==> src/design/stc_pkg.sv <==
// Shared types, constants and helpers for the super-twisting controller.
// Depends on nothing; used by stc_ctrl, stc_dp and the top level.
package stc_pkg;

	// Register indexes of the configuration port
	localparam logic [2:0] REG_SETPOINT      = 3'd0;
	localparam logic [2:0] REG_GAIN_P        = 3'd1;
	localparam logic [2:0] REG_GAIN_D        = 3'd2;
	localparam logic [2:0] REG_OFFSET        = 3'd3;
	localparam logic [2:0] REG_SAMPLE_PERIOD = 3'd4;

	localparam logic [15:0] SAMPLE_PERIOD_RESET = 16'd655;

	// Root has 28 bits (radicand of 56 bits); step dividend has 28 bits
	localparam int ROOT_W     = 28;
	localparam int RAD_W      = 2 * ROOT_W;
	localparam int DIV_W      = 28;
	localparam int ITER_STEPS = 28;
	localparam int CNT_W      = 5;

	// Rounding bias for the Q.24 -> Q.16 step, scaled by ten
	localparam logic [35:0] STEP_BIAS = 36'd1280;

	// Divide by ten as multiply by ceil(2^31 / 10) and shift; exact below 2^30
	localparam logic [27:0] RECIP_TEN   = 28'hCCC_CCCD;
	localparam int          RECIP_SHIFT = 31;

	typedef enum logic [5:0] {
		ST_IDLE  = 6'b000001,
		ST_SIGMA = 6'b000010,
		ST_PREP  = 6'b000100,
		ST_ITER  = 6'b001000,
		ST_UPDW  = 6'b010000,
		ST_DRIVE = 6'b100000
	} state_t;

	// Commands from the controller to the datapath
	typedef struct packed {
		logic load_angle;
		logic calc_sigma;
		logic prep;
		logic iterate;
		logic update_w;
		logic load_out;
	} cmd_t;

	// Clamp a 35-bit signed value to the signed 32-bit range
	function automatic logic [31:0] sat35(input logic signed [34:0] v);
		logic signed [34:0] hi;
		logic signed [34:0] lo;
		hi = 35'sh0_7FFF_FFFF;
		lo = -35'sh0_8000_0000;
		if (v > hi) begin
			return 32'h7FFF_FFFF;
		end else if (v < lo) begin
			return 32'h8000_0000;
		end else begin
			return v[31:0];
		end
	endfunction

endpackage

==> src/design/stc_ctrl.sv <==
// Sequencer of the super-twisting controller: handshakes, state machine,
// iteration counter and output valid. Depends on stc_pkg.
module stc_ctrl (
	input  logic                clk,
	input  logic                arst_n,
	input  logic                in_valid,
	output logic                in_stall,
	output logic                out_valid,
	input  logic                out_stall,
	output stc_pkg::cmd_t       cmd
);

	stc_pkg::state_t                 state_q;
	stc_pkg::state_t                 state_next;
	logic [stc_pkg::CNT_W-1:0]       iter_cnt_q;
	logic                            out_valid_q;
	logic                            out_free;
	logic                            last_iter;

	assign out_free  = !out_valid_q || !out_stall;
	assign last_iter = (iter_cnt_q == stc_pkg::CNT_W'(stc_pkg::ITER_STEPS - 1));
	assign in_stall  = (state_q != stc_pkg::ST_IDLE);
	assign out_valid = out_valid_q;

	// Decode state into datapath commands
	always_comb begin
		cmd            = '0;
		cmd.load_angle = (state_q == stc_pkg::ST_IDLE) && in_valid;
		cmd.calc_sigma = (state_q == stc_pkg::ST_SIGMA);
		cmd.prep       = (state_q == stc_pkg::ST_PREP);
		cmd.iterate    = (state_q == stc_pkg::ST_ITER);
		cmd.update_w   = (state_q == stc_pkg::ST_UPDW);
		cmd.load_out   = (state_q == stc_pkg::ST_DRIVE) && out_free;
	end

	// Advance through one sample
	always_comb begin
		state_next = state_q;
		case (state_q)
			stc_pkg::ST_IDLE: begin
				if (in_valid) state_next = stc_pkg::ST_SIGMA;
			end
			stc_pkg::ST_SIGMA: state_next = stc_pkg::ST_PREP;
			stc_pkg::ST_PREP:  state_next = stc_pkg::ST_ITER;
			stc_pkg::ST_ITER: begin
				if (last_iter) state_next = stc_pkg::ST_UPDW;
			end
			stc_pkg::ST_UPDW:  state_next = stc_pkg::ST_DRIVE;
			stc_pkg::ST_DRIVE: begin
				if (out_free) state_next = stc_pkg::ST_IDLE;
			end
			default: state_next = stc_pkg::ST_IDLE;
		endcase
	end

	always_ff @(posedge clk or negedge arst_n) begin
		if (!arst_n) begin
			state_q <= stc_pkg::ST_IDLE;
		end else begin
			state_q <= state_next;
		end
	end

	// Count root iterations
	always_ff @(posedge clk or negedge arst_n) begin
		if (!arst_n) begin
			iter_cnt_q <= '0;
		end else if (state_q == stc_pkg::ST_ITER) begin
			iter_cnt_q <= last_iter ? '0 : iter_cnt_q + 1'b1;
		end else begin
			iter_cnt_q <= '0;
		end
	end

	// Hold the result until the downstream transfer completes
	always_ff @(posedge clk or negedge arst_n) begin
		if (!arst_n) begin
			out_valid_q <= 1'b0;
		end else if (cmd.load_out) begin
			out_valid_q <= 1'b1;
		end else if (!out_stall) begin
			out_valid_q <= 1'b0;
		end
	end

endmodule

==> config.mk <==
export PLATFORM = sky130hd
export DESIGN_NAME = stc_ctrl
export DESIGN_NICKNAME = d
export VERILOG_FILES = /design/src/design/stc_pkg.sv /design/src/design/stc_ctrl.sv
export SDC_FILE = /design/constraint.sdc
export NUM_CORES = 1
export LEC_CHECK = 0
export ABC_CLOCK_PERIOD_IN_PS = 1710
export BUFFER_PORTS_ARGS = -buffer_cell sky130_fd_sc_hd__buf_2
export CORE_AREA = 2 2 39 41
export DETAILED_ROUTE_END_ITERATION = 8
export DIE_AREA = 0 0 41 43
export PLACE_DENSITY = 0.74
export SLEW_MARGIN = 10
export SYNTH_ARGS = -nofsm -noshare
export SYNTH_HDL_FRONTEND = slang
export SYNTH_SLANG_ARGS = --single-unit
==> constraint.sdc <==
create_clock -name clk -period 1.71 [get_ports clk]
set_input_delay 0.342 -clock clk [delete_from_list [all_inputs] [get_ports clk]]
set_output_delay 0.342 -clock clk [all_outputs]
set_load 0.005 [all_outputs]
### Word level (Yosys, flattened, before mapping)

Index checks and enable logic that the tools add are counted.

* bits of input ports: 4
* output and inout bits: 8
* word-level logic and storage cells: 30
* register bits: 12

* equality and inequality tests: 12
* add/subtract/negate cells: 1
* reduce and logical (&&, ||, !) cells: 6
* mux-type cells: 8

Operators by type and width (number)
* one-hot mux 6 bit (6 select lines): 1
* 2-to-1 mux 6 bit: 3
* 2-to-1 mux 5 bit: 2
* == test 6 x 1 -> 1 bit (second input constant): 1
* == test 6 x 2 -> 1 bit (second input constant): 1
* == test 6 x 3 -> 1 bit (second input constant): 1
* == test 6 x 4 -> 1 bit (second input constant): 1
* == test 6 x 5 -> 1 bit (second input constant): 1
* == test 6 bit (second input constant): 1
* != test 6 x 1 -> 1 bit (second input constant): 1
* adder 5 x 1 -> 5 bit (second input constant): 1
* == test 5 bit (second input constant): 1
* != test 2 x 1 -> 1 bit (second input constant): 2
* != test 2 bit (second input constant): 2
* AND reduction 3 bit: 1
* logical AND 1 bit: 2
* logical NOT 1 bit: 2
* 2-to-1 mux 1 bit: 2
* logical OR 1 bit: 1

### Longest topological paths before layout

Gate-level depths: netlist (run 1).

* depth in word-level cells: 4
* gate-level depth with buffers: 5
* mapped depth without buffers: 5

### Worst setup path after synthesis (run 1)

No wires, ideal clock.

* path kind: flip-flop to output port
* start point: register state_q[3]
* end point: output cmd[5] (netlist bit)
* data arrival time: 1295 ps
* cell stages (with the launch flop): 6
* setup slack: 73 ps
* path buffers: 1
* cells stage by stage: dfrtp_1 -> buf_6 -> or4_4 -> nor2b_2 -> inv_1 -> nor2_1

RTL lines
* start, declared: line stc_ctrl.sv:13 `stc_pkg::state_t state_q;`
* start signal, assigned: line stc_ctrl.sv:58 `state_q <= stc_pkg::ST_IDLE;`
* start signal, assigned: line stc_ctrl.sv:60 `state_q <= state_next;`
* end, declared: line stc_ctrl.sv:10 `output stc_pkg::cmd_t cmd`

### Final worst setup path (run 1)

* start point: register state_q[2]
* end point: register state_q[0]

* longest elaborated chain between the ends: 3
* elaborated cells on any way between the ends: 11
* classes of those cells: 9 x eq/ne; 1 x mux; 1 x reduce/logical

RTL lines
* == test 6 bit (tied with other cells): line stc_ctrl.sv:39 `case (state_q)`
* != test 2 bit (no source line) / != test 2 x 1 -> 1 bit (equally long branches)
* AND reduction 3 bit (no source line)

Parallel ways exist; a longest one is shown, timed or not.
A chain may end at the register's enable or synchronous reset.

==> impl_table.tex, run 1 <==
\begin{tabular}{lr}
\hline
Metric & Value \\
\hline
\multicolumn{2}{l}{\textbf{Run status}} \\
Status & finished, violations left \\
Violations in the final reports & setup timing \\
\multicolumn{2}{l}{\textbf{Power}} \\
Leakage & 0.455 nW \\
Fraction of power consumed by the clock network & 0.184 \\
Total net switching power & 0.391 mW \\
Total power per unit cell area & 1460 nW/um\^{}2 \\
Switching fraction of total power & 0.314 \\
Sequential share of power & 0.309 \\
Share of total power in combinational logic & 0.507 \\
VDD IR-drop max & 0.00106 V \\
Internal cell power & 0.855 mW \\
\multicolumn{2}{l}{\textbf{Placed design}} \\
Number of buffer cells added on primary ports & 11 \\
RD Place Congestion & 0.788 \\
Worst slack at placement & 29.5 ps \\
HPWL after DPL & 936 um \\
\multicolumn{2}{l}{\textbf{Hold path}} \\
Startpoint of the tightest hold check path & out\_stall \\
Instance count along the most critical hold path & 3 \\
Worst min path class & primary input to flop \\
Hold Crit Endpoint & out\_valid \\
\multicolumn{2}{l}{\textbf{Die}} \\
Die Wd & 41 um \\
Area of the core & 1380 sq um \\
Number of primary I/O pins & 12 \\
Starting Density & 0.442 \\
Vertical extent of the die & 43 um \\
Row count & 14 \\
Die area & 1760 sq um \\
\multicolumn{2}{l}{\textbf{Cells and area}} \\
Synth-to-Final Area Change & 39.1\% \\
Area occupied by multi-input gates & 308 sq um \\
Post-layout nets & 94 \\
Number of inserted diodes & 0 \\
Total area of sequential cells & 302 sq um \\
Number of fill cells & 111 \\
Share of post-route cells with drive strength above 1 & 0.443 \\
\multicolumn{2}{l}{\textbf{Drt}} \\
Initial detailed-routing violation count & 19 \\
Antenna-violating nets left & 0 \\
Per-cell via count in the routed design & 5.39 \\
Routed WL per cell & 13.4 um \\
Detailed-route wire length & 1.40 mm \\
Number of iterations in the first detailed-routing pass & 4 \\
Via count & 561 \\
DRC Markers & 0 \\
\multicolumn{2}{l}{\textbf{Global route}} \\
Pin count of the biggest net entering global routing & 13 \\
Vias in the first global route & 548 \\
Overall track demand over capacity in global routing & 0.207 \\
Initial antenna violation count & 0 \\
Global-route wire length before repair & 2.33 mm \\
Total congestion overflow & 0 \\
\multicolumn{2}{l}{\textbf{Yosys}} \\
Mean post-synth cell area & 10.4 sq um \\
Yosys top cell area share & 0.450 \\
FF+latch count, synth & 12 \\
Area leader, netlist & sky130\_fd\_sc\_hd\_\_dfrtp\_1 \\
Number of standard cells after synthesis & 59 \\
Ranking of synthesized cells by area & sky130\_fd\_sc\_hd\_\_dfrtp\_1 (45\%), sky130\_fd\_sc\_hd\_\_dfstp\_2 (4.3\%), sky130\_fd\_sc\_hd\_\_nor2\_1 (4.3\%), sky130\_fd\_sc\_hd\_\_and2b\_2 (4.3\%), sky130\_fd\_sc\_hd\_\_nand4b\_1 (4.3\%) \\
Post-synthesis sequential area ratio & 0.493 \\
Count of different cell masters after synthesis & 28 \\
Area of the mapped netlist & 612 sq um \\
Synthesized net count & 64 \\
Synthesis warning total & 0 \\
\multicolumn{2}{l}{\textbf{Clocking}} \\
Number of sinks on the clock net & 12 \\
Number of buffers inserted during clock tree synthesis & 3 \\
Buffer cell driving the clock tree root & sky130\_fd\_sc\_hd\_\_clkbuf\_4 \\
Clock Pin Slew Worst Setup and Hold Paths & 80 ps \\
Max H-tree Level & 1 \\
Clock tree from TritonCTS & done \\
Worst-skew pair later-pin latency & 280 ps \\
Deepest clock path buffer count & 2 \\
\multicolumn{2}{l}{\textbf{Timing}} \\
Setup repair after global routing missed its margin & true \\
Final worst-path cycle share & 1.17 \\
Setup skew after layout & 7.53 ps \\
Number of slew-limit violations in the final report & 0 \\
Maximum clock frequency & 498 MHz \\
Setup violations, final & 8 \\
Tightest hold margin & 316 ps \\
Final Hold Viols & 0 \\
Transition time at the pin with the least slew margin & 456 ps \\
Setup WS post-layout & -297 ps \\
Post-layout min period & 2010 ps \\
Worst slew margin relative to its limit & 0.693 \\
\multicolumn{2}{l}{\textbf{Critical path}} \\
Worst Path Required & 1930 ps \\
Origin of the critical flop-to-flop path & state\_q[2] \\
Worst Path Arrival & 2220 ps \\
Setup slack of the most critical reg-to-reg path & -300 ps \\
Worst setup SP type & flop \\
Category of the critical setup timing path & flop to flop \\
Critical path fanouts, max & 3 \\
CP Capture Type & flop \\
Number of cell instances on the worst register-to-register path & 11 \\
End of the worst register-to-register path & state\_q[0] \\
\multicolumn{2}{l}{\textbf{Run}} \\
Max-cap violations & 0 \\
\hline
\end{tabular}
==> critical path, stage by stage, from the launching register on <==
cell and delay, ps:
sky130_fd_sc_hd__dfrtp_1 410, sky130_fd_sc_hd__or4_4 550, sky130_fd_sc_hd__nor2b_4 150, sky130_fd_sc_hd__buf_4 110, sky130_fd_sc_hd__buf_4 90, sky130_fd_sc_hd__buf_4 90, sky130_fd_sc_hd__buf_4 90, sky130_fd_sc_hd__buf_4 90
sky130_fd_sc_hd__buf_4 90, sky130_fd_sc_hd__buf_4 90, sky130_fd_sc_hd__a21oi_1 70, sky130_fd_sc_hd__a21oi_2 120
==> worst max-delay path by stage <==
stage,start,to,cells past startpoint,slack [ps]
floorplan,state_q[3],cmd[5],5,70
global placement,state_q[2],cmd[0],5,80
detailed placement,state_q[2],cmd[0],5,30
CTS,state_q[3],cmd[5],5,-250
global route,state_q[5],state_q[0],11,-370
finish,state_q[2],state_q[0],11,-300
==> placed cells by master (no fill, tap or decap), drive strengths merged, types with 2 or more instances in the layout <==
cell type  instances
nand4b             3
nor4               2
buf               25
nor2b              2
nor2               7
inv                3
clkbuf             4
o21ai              2
dfrtp             11
nand3b             2
nand2              4
and2b              3
a21oi              4
xor2               2
and3b              2
==> power groups by stage <==
stage	Sequential [mW]	Clock [mW]	Combinational (mW)
2_1_floorplan	0.371	0	0.250
6_report	0.386	0.229	0.631
4_1_cts	0.379	0.237	0.589
3_3_place_gp	0.374	0	0.345
5_1_grt	0.390	0.251	0.679
3_5_place_dp	0.374	0	0.353
==> state kept, by name, indices dropped and copies added, names as in the netlist <==
| signal | count |
|---|---|
| iter_cnt_q | 5 |
| out_valid | 1 |
| state_q | 6 |
==> metal layers <==
| layer | GRT usage | vias to the layer above | part of all wire | wire (um) |
|---|---|---|---|---|
| met5 | 0 | - | 0 | 0 |
| met4 | 0.140 | 0 | 0.031 | 44 |
| met3 | 0.0471 | 6 | 0.049 | 68 |
| met2 | 0.291 | 14 | 0.48 | 674 |
| met1 | 0.273 | 275 | 0.44 | 610 |
| li1 | - | 266 | - | - |
==> synthesized netlist by cell type <==
cell type                  instances
sky130_fd_sc_hd__o21ai_0           2
sky130_fd_sc_hd__nand3_1           1
sky130_fd_sc_hd__xnor2_1           1
sky130_fd_sc_hd__nor3_1            1
sky130_fd_sc_hd__a21oi_1           3
sky130_fd_sc_hd__o31ai_1           1
sky130_fd_sc_hd__o21bai_1          1
sky130_fd_sc_hd__xor2_1            2
sky130_fd_sc_hd__mux2i_1           1
sky130_fd_sc_hd__and3b_1           1
sky130_fd_sc_hd__nand2_1           4
sky130_fd_sc_hd__nand3b_1          2
sky130_fd_sc_hd__nor4_1            2
sky130_fd_sc_hd__ha_1              1
sky130_fd_sc_hd__a21oi_2           1
sky130_fd_sc_hd__and3b_2           1
sky130_fd_sc_hd__nand4b_1          3
sky130_fd_sc_hd__dfrtp_1          11
sky130_fd_sc_hd__dfstp_2           1
sky130_fd_sc_hd__and2_1            1
sky130_fd_sc_hd__nor2_1            7
sky130_fd_sc_hd__nor2b_2           1
sky130_fd_sc_hd__and2b_2           3
sky130_fd_sc_hd__or4_4             1
sky130_fd_sc_hd__nor2b_1           1
sky130_fd_sc_hd__buf_6             1
sky130_fd_sc_hd__a21o_1            1
sky130_fd_sc_hd__inv_1             3
==> kinds of logic after synthesis <==
logic type	Yosys count	synth area share
AO/OA/AOI/OAI	9	0.0920
XOR/XNOR	3	0.0430
adder cells (fa/ha/maj)	1	0.0204
buffers and inverters	4	0.0368
flip-flops	12	0.493
multiplexers	1	0.0164
AND/OR/NAND/NOR	29	0.299
==> area by class of cell <==
type                    count  share of cell area
multi-input cells          43               0.362
clock buffers               4              0.0426
repair buffers             26               0.204
inverters                   3              0.0132
flip-flops and latches     12               0.354
well taps                  16              0.0235
==> timing repair <==
item                       4_1_cts  5_1_grt
setup endpoints to repair        7        8
pin swaps                        3        3
buffers inserted                 7        2
hold buffers                     1        0
resized for setup                4        1
hold endpoints to repair        11        0
==> metrics by stage <==
stage | total power, mW | TNS, ps | cells | instance area [sq um] | util
after floorplan | 0.621 | 0 | 59 | 612 | -
after global placement | 0.719 | 0 | 90 | 713 | 0.515
after detailed placement | 0.727 | 0 | 90 | 713 | 0.515
after CTS | 1.21 | -1510 | 102 | 832 | 0.601
after global routing | 1.32 | -2190 | 104 | 851 | 0.615
final | 1.25 | -1510 | 104 | 851 | 0.615
Note: power is estimated with default switching activity, not from simulation.
==> run 2, diff against run 1 <==
Settings changed: REMOVE_ABC_BUFFERS set to 1.
==> impl_table.tex, run 2 (synthesis gave the netlist of run 1 again) <==
\begin{tabular}{lr}
\hline
Metric & Value \\
\hline
\multicolumn{2}{l}{\textbf{Die}} \\
Die Wd & 41 um (unchanged) \\
Vertical extent of the die & 43 um (unchanged) \\
Area of the core & 1380 sq um (unchanged) \\
Starting Density & 0.442 (unchanged) \\
Die area & 1760 sq um (unchanged) \\
Number of primary I/O pins & 12 (unchanged) \\
Row count & 14 (unchanged) \\
\multicolumn{2}{l}{\textbf{Clocking}} \\
Number of buffers inserted during clock tree synthesis & 3 (unchanged) \\
Max H-tree Level & 1 (unchanged) \\
Worst-skew pair later-pin latency & 270 ps (about the same) \\
Deepest clock path buffer count & 2 (unchanged) \\
Buffer cell driving the clock tree root & sky130\_fd\_sc\_hd\_\_clkbuf\_4 \\
Clock tree from TritonCTS & done \\
Number of sinks on the clock net & 12 (unchanged) \\
Clock Pin Slew Worst Setup and Hold Paths & 80 ps (about the same) \\
\multicolumn{2}{l}{\textbf{Cells and area}} \\
Commonest cells after routing, fill and taps aside & sky130\_fd\_sc\_hd\_\_buf\_2 (10), sky130\_fd\_sc\_hd\_\_buf\_4 (10), sky130\_fd\_sc\_hd\_\_dfrtp\_1 (9) \\
Number of inserted diodes & 0 (unchanged) \\
Util after Layout & 0.632 (+0.0172) \\
Number of fill cells & 121 (+9.0\%) \\
Post-route cell area & 875 sq um (+2.8\%) \\
Post-layout nets & 93 (-1.1\%) \\
Synth-to-Final Area Change & 42.9\% \\
Register with the most flip-flops & state\_q \\
Max reg flops & 6 (unchanged) \\
Share of post-route cells with drive strength above 1 & 0.483 (+0.0396) \\
\multicolumn{2}{l}{\textbf{Hold path}} \\
Hold Crit Endpoint & state\_q[1] \\
Instance count along the most critical hold path & 3 (unchanged) \\
Startpoint of the tightest hold check path & in\_valid \\
Worst min path class & primary input to flop \\
\multicolumn{2}{l}{\textbf{Global route}} \\
Total congestion overflow & 0 (unchanged) \\
Overall track demand over capacity in global routing & 0.163 (-0.0439) \\
Pin count of the biggest net entering global routing & 13 (unchanged) \\
Global-route wire length before repair & 1.99 mm (-14\%) \\
Vias in the first global route & 454 (-17\%) \\
Initial antenna violation count & 0 (unchanged) \\
\multicolumn{2}{l}{\textbf{Drt}} \\
Number of iterations in the first detailed-routing pass & 4 (unchanged) \\
Initial detailed-routing violation count & 10 (-9) \\
Antenna-violating nets left & 0 (unchanged) \\
DRC Markers & 0 (unchanged) \\
Via count & 541 (-3.6\%) \\
Per-cell via count in the routed design & 5.25 (-2.6\%) \\
Routed WL per cell & 13.1 um (-2.4\%) \\
Detailed-route wire length & 1.35 mm (-3.3\%) \\
\multicolumn{2}{l}{\textbf{Timing}} \\
Post-layout min period & 1940 ps (-63.8 ps) \\
Maximum clock frequency & 515 MHz (+3.3\%) \\
Tightest hold margin & 328 ps (+12.1 ps) \\
Final total negative setup slack & -795 ps (+712 ps) \\
Setup repair after global routing missed its margin & true \\
Number of slew-limit violations in the final report & 0 (unchanged) \\
Final worst-path cycle share & 1.14 (-0.0373) \\
Setup skew after layout & 1.50 ps (-6.04 ps) \\
Transition time at the pin with the least slew margin & 293 ps (-163 ps) \\
Final Hold Viols & 0 (unchanged) \\
Setup WS post-layout & -233 ps (+63.8 ps) \\
Worst slew margin relative to its limit & 0.803 (+0.110) \\
Setup violations, final & 8 (unchanged) \\
\multicolumn{2}{l}{\textbf{Critical path}} \\
Setup slack of the most critical reg-to-reg path & -130 ps (+170 ps) \\
End of the worst register-to-register path & state\_q[1] \\
Buffers \& Inverters on Critical Path & 2 (-5) \\
Category of the critical setup timing path & flop to output port \\
Setup crit start & state\_q[2] \\
Worst Path Required & 1370 ps (-560 ps) \\
Cell family contributing the most delay on the critical path & simple AND/OR/NAND/NOR gates \\
Critical path fanouts, max & 3 (unchanged) \\
Worst setup SP type & flop \\
Number of cell instances on the worst register-to-register path & 9 (-2) \\
CP Capture Type & output port \\
Origin of the critical flop-to-flop path & state\_q[2] \\
Worst-path cell chain & or4\_4, nor2b\_4, inv\_2, nor2\_1, buf\_2 \\
Max stage delay cell, worst path & sky130\_fd\_sc\_hd\_\_or4\_4 \\
Worst Path Arrival & 1600 ps (-620 ps) \\
Maximum cell stage delay along the critical path & 560 ps (about the same) \\
\multicolumn{2}{l}{\textbf{Placed design}} \\
RD Place Congestion & 0.864 (+9.6\%) \\
Number of buffer cells added on primary ports & 11 (unchanged) \\
HPWL after DPL & 886 um (-5.3\%) \\
Post-placement cell area & 698 sq um (-2.1\%) \\
\multicolumn{2}{l}{\textbf{Run status}} \\
Violations in the final reports & setup timing \\
Status & finished, violations left \\
\multicolumn{2}{l}{\textbf{Power}} \\
Total power per unit cell area & 1440 nW/um\^{}2 (-1.5\%) \\
Leakage & 0.452 nW (-0.70\%) \\
VDD IR-drop max & 0.000997 V (-5.8\%) \\
\multicolumn{2}{l}{\textbf{Run}} \\
Max-cap violations & 0 (unchanged) \\
\hline
\end{tabular}
[run 2: cell count changes in the layout (fill, tap and decap cells not counted), sizes merged]
cell / previous run / this run
buf: 25 / 24
[run 2: through the flow]
| step | power, mW | cells | setup WS [ps] |
|---|---|---|---|
| 5_1_grt | 1.34 | 103 | -300 |
| 3_5_place_dp | 0.723 | 88 | 43.9 |
| 2_1_floorplan | 0.610 | 58 | 106 |
| 6_report | 1.26 | 103 | -233 |
| 3_3_place_gp | 0.708 | 88 | 86.8 |
| 4_1_cts | 1.13 | 99 | -237 |
[run 2: area by class of cell]
cell class / count / area (sq um) / area share
repair buffers: 25 / 180 / 0.206
multi-input cells: 43 / 323 / 0.369
clock buffers: 4 / 36.3 / 0.0415
well taps: 16 / 20.0 / 0.0229
inverters: 3 / 11.3 / 0.0129
flip-flops and latches: 12 / 304 / 0.348
[run 2: what timing repair did]
action                                  in CTS  in global routing
gates resized for setup                      5                  8
endpoints found under the setup margin       7                  8
pin swaps                                    1                  6
endpoints found under the hold margin       11                  0
buffers inserted                             6                  6
hold buffers                                 1                  0
[run 2: power breakdown]
part           leakage [nW]  internal (mW)  total, mW  switching [mW]
Combinational         0.271          0.406      0.636           0.230
Clock                0.0210          0.129      0.229          0.0998
Sequential            0.160          0.335      0.397          0.0623
[run 2: how the worst max path moves through the flow]
| stage | cells past startpoint | end | slack [ps] |
|---|---|---|---|
| 2_1_floorplan | 4 | cmd[5] | 110 |
| 3_3_place_gp | 5 | cmd[5] | 90 |
| 3_5_place_dp | 5 | cmd[5] | 40 |
| 4_1_cts | 5 | cmd[5] | -240 |
| 5_1_grt | 5 | cmd[5] | -300 |
| 6_report | 5 | cmd[5] | -230 |
[run 2: routing by layer]
| layer | wire [um] | up-vias | global-route usage | part of all wire |
|---|---|---|---|---|
| li1 | - | 263 | - | - |
| met1 | 578 | 265 | 0.203 | 0.43 |
| met2 | 722 | 13 | 0.294 | 0.53 |
| met3 | 50 | 0 | 0.0314 | 0.037 |
| met4 | 0 | 0 | 0 | 0 |
| met5 | 0 | - | 0 | 0 |
[run 2: tightest hold or removal path: stages]
cell and delay (ps):
sky130_fd_sc_hd__buf_2 70, sky130_fd_sc_hd__inv_1 60, sky130_fd_sc_hd__nor2_1 80
==> run 3, diff against run 2 <==
Settings changed: ABC_CLOCK_PERIOD_IN_PS 1710 to 2500.
Clock period 1.71 ns to 2.5 ns, I/O delays scaled along.
==> impl_table.tex, run 3 (synthesis gave the netlist of run 1 again) <==
\begin{tabular}{lr}
\hline
Metric & Value \\
\hline
\multicolumn{2}{l}{\textbf{Drt}} \\
Detailed-route wire length & 1.07 mm (-21\%) \\
DRC Markers & 0 (unchanged) \\
Via count & 466 (-14\%) \\
Number of iterations in the first detailed-routing pass & 3 (-1) \\
Initial detailed-routing violation count & 3 (-7) \\
Per-cell via count in the routed design & 5.24 (-0.31\%) \\
Routed WL per cell & 12.0 um (-8.3\%) \\
Antenna-violating nets left & 0 (unchanged) \\
\multicolumn{2}{l}{\textbf{Die}} \\
Die Wd & 41 um (unchanged) \\
Vertical extent of the die & 43 um (unchanged) \\
Starting Density & 0.442 (unchanged) \\
Row count & 14 (unchanged) \\
Number of primary I/O pins & 12 (unchanged) \\
Area of the core & 1380 sq um (unchanged) \\
Die area & 1760 sq um (unchanged) \\
\multicolumn{2}{l}{\textbf{Timing}} \\
Number of slew-limit violations in the final report & 0 (unchanged) \\
Setup repair after global routing missed its margin & false \\
Final worst-path cycle share & 0.873 \\
Post-layout min period & 2180 ps \\
Final Hold Viols & 0 (unchanged) \\
Setup violations, final & 0 (-8) \\
Setup WS post-layout & 318 ps (+550 ps) \\
Final total negative setup slack & 0 ps (+795 ps) \\
Maximum clock frequency & 458 MHz \\
Transition time at the pin with the least slew margin & 412 ps (+119 ps) \\
Setup skew after layout & 1.31 ps (-0.189 ps) \\
Worst slew margin relative to its limit & 0.723 (-0.0799) \\
\multicolumn{2}{l}{\textbf{Critical path}} \\
Worst Path Required & 2000 ps (+630 ps) \\
Origin of the critical flop-to-flop path & state\_q[2] \\
Setup slack of the most critical reg-to-reg path & 1020 ps (+1150 ps) \\
Critical path fanouts, max & 8 (+5) \\
Worst Path Arrival & 1680 ps (+80 ps) \\
Worst-path cell chain & or4\_4, nor2b\_2, inv\_1, nor2\_1, buf\_2 \\
Category of the critical setup timing path & flop to output port \\
Setup crit start & state\_q[3] \\
Number of cell instances on the worst register-to-register path & 4 (-5) \\
Maximum cell stage delay along the critical path & 560 ps (about the same) \\
Worst setup SP type & flop \\
CP Capture Type & output port \\
Max stage delay cell, worst path & sky130\_fd\_sc\_hd\_\_or4\_4 \\
\multicolumn{2}{l}{\textbf{Cells and area}} \\
Total area of sequential cells & 302 sq um (-0.82\%) \\
Max reg flops & 6 (unchanged) \\
Commonest cells after routing, fill and taps aside & sky130\_fd\_sc\_hd\_\_buf\_2 (11), sky130\_fd\_sc\_hd\_\_dfrtp\_1 (11), sky130\_fd\_sc\_hd\_\_nor2\_1 (7) \\
Number of fill cells & 132 (+9.1\%) \\
Final non-filler cell total & 89 (-14\%) \\
Area occupied by multi-input gates & 288 sq um (-11\%) \\
Synth-to-Final Area Change & 16.4\% \\
Share of post-route cells with drive strength above 1 & 0.315 (-0.168) \\
Post-route cell area & 712 sq um (-19\%) \\
Util after Layout & 0.514 (-0.118) \\
Post-layout nets & 79 (-15\%) \\
Register with the most flip-flops & state\_q \\
Number of inserted diodes & 0 (unchanged) \\
\multicolumn{2}{l}{\textbf{Clocking}} \\
Max H-tree Level & 1 (unchanged) \\
PostCTS Resize Cnt & 0 (-5) \\
Worst-skew pair later-pin latency & 270 ps (about the same) \\
Number of buffers inserted during clock tree synthesis & 3 (unchanged) \\
Clock tree from TritonCTS & done \\
Buffer cell driving the clock tree root & sky130\_fd\_sc\_hd\_\_clkbuf\_4 \\
Number of buffers added for setup after CTS & 0 (-6) \\
Number of sinks on the clock net & 12 (unchanged) \\
Hold Buf Count CTS & 0 (-1) \\
Clock Pin Slew Worst Setup and Hold Paths & 80 ps (about the same) \\
Deepest clock path buffer count & 2 (unchanged) \\
\multicolumn{2}{l}{\textbf{Global route}} \\
Total congestion overflow & 0 (unchanged) \\
Pin count of the biggest net entering global routing & 13 (unchanged) \\
Initial antenna violation count & 0 (unchanged) \\
Global-route wire length before repair & 1.73 mm (-13\%) \\
Overall track demand over capacity in global routing & 0.147 (-0.0160) \\
Vias in the first global route & 427 (-5.9\%) \\
\multicolumn{2}{l}{\textbf{Placed design}} \\
\# placed instances & 85 (-3.4\%) \\
Worst slack at placement & 613 ps (+569 ps) \\
Number of buffer cells added on primary ports & 11 (unchanged) \\
HPWL after DPL & 810 um (-8.6\%) \\
RD Place Congestion & 0.806 (-6.7\%) \\
Post-placement cell area & 676 sq um (-3.2\%) \\
\multicolumn{2}{l}{\textbf{Hold path}} \\
Worst min path class & primary input to async pin \\
\multicolumn{2}{l}{\textbf{Power}} \\
Total power per unit cell area & 880 nW/um\^{}2 (-39\%) \\
Leakage & 0.376 nW (-17\%) \\
VDD IR-drop max & 0.000514 V (-48\%) \\
\multicolumn{2}{l}{\textbf{Run}} \\
Max-cap violations & 0 (unchanged) \\
\multicolumn{2}{l}{\textbf{Run status}} \\
Status & finished, final reports clean \\
\hline
\end{tabular}
-- run 3: metrics by stage --
stage                     hold WS, ps  power, mW
after floorplan                   204      0.417
after global placement            394      0.473
after detailed placement          395      0.476
after CTS                        93.0      0.634
after global routing              109      0.667
final                            88.7      0.626
-- run 3: layout make-up --
| type | count | area share |
|---|---|---|
| flip-flops and latches | 12 | 0.424 |
| inverters | 3 | 0.0158 |
| clock buffers | 4 | 0.0510 |
| well taps | 16 | 0.0281 |
| multi-input cells | 43 | 0.404 |
| repair buffers | 11 | 0.0773 |
-- run 3: final timing paths --
kind,end
max,cmd[5]
min,iter_cnt_q[4]
max reg2reg,state_q[4]
min reg2reg,iter_cnt_q[0]
max in group asynchronous,state_q[0]
min in group clk,state_q[1]
-- run 3: critical path: cells and delay by family (launching register included) --
| family | cells | cell delay, ps |
|---|---|---|
| buf+inv | 2 | 180 |
| flops | 1 | 460 |
| simple gates | 3 | 780 |
-- run 3: where the power goes --
group | internal [mW] | leakage [nW] | switching [mW]
sequential | 0.227 | 0.163 | 0.0356
clock | 0.0885 | 0.0210 | 0.0665
combinational | 0.115 | 0.192 | 0.0937
-- run 3: per-layer routing --
metal,vias to the layer above,global-route usage,routed length [um]
li1,234,-,-
met1,219,0.190,531
met2,13,0.219,480
met3,0,0.0471,60
met4,0,0.0600,0
met5,-,0,0
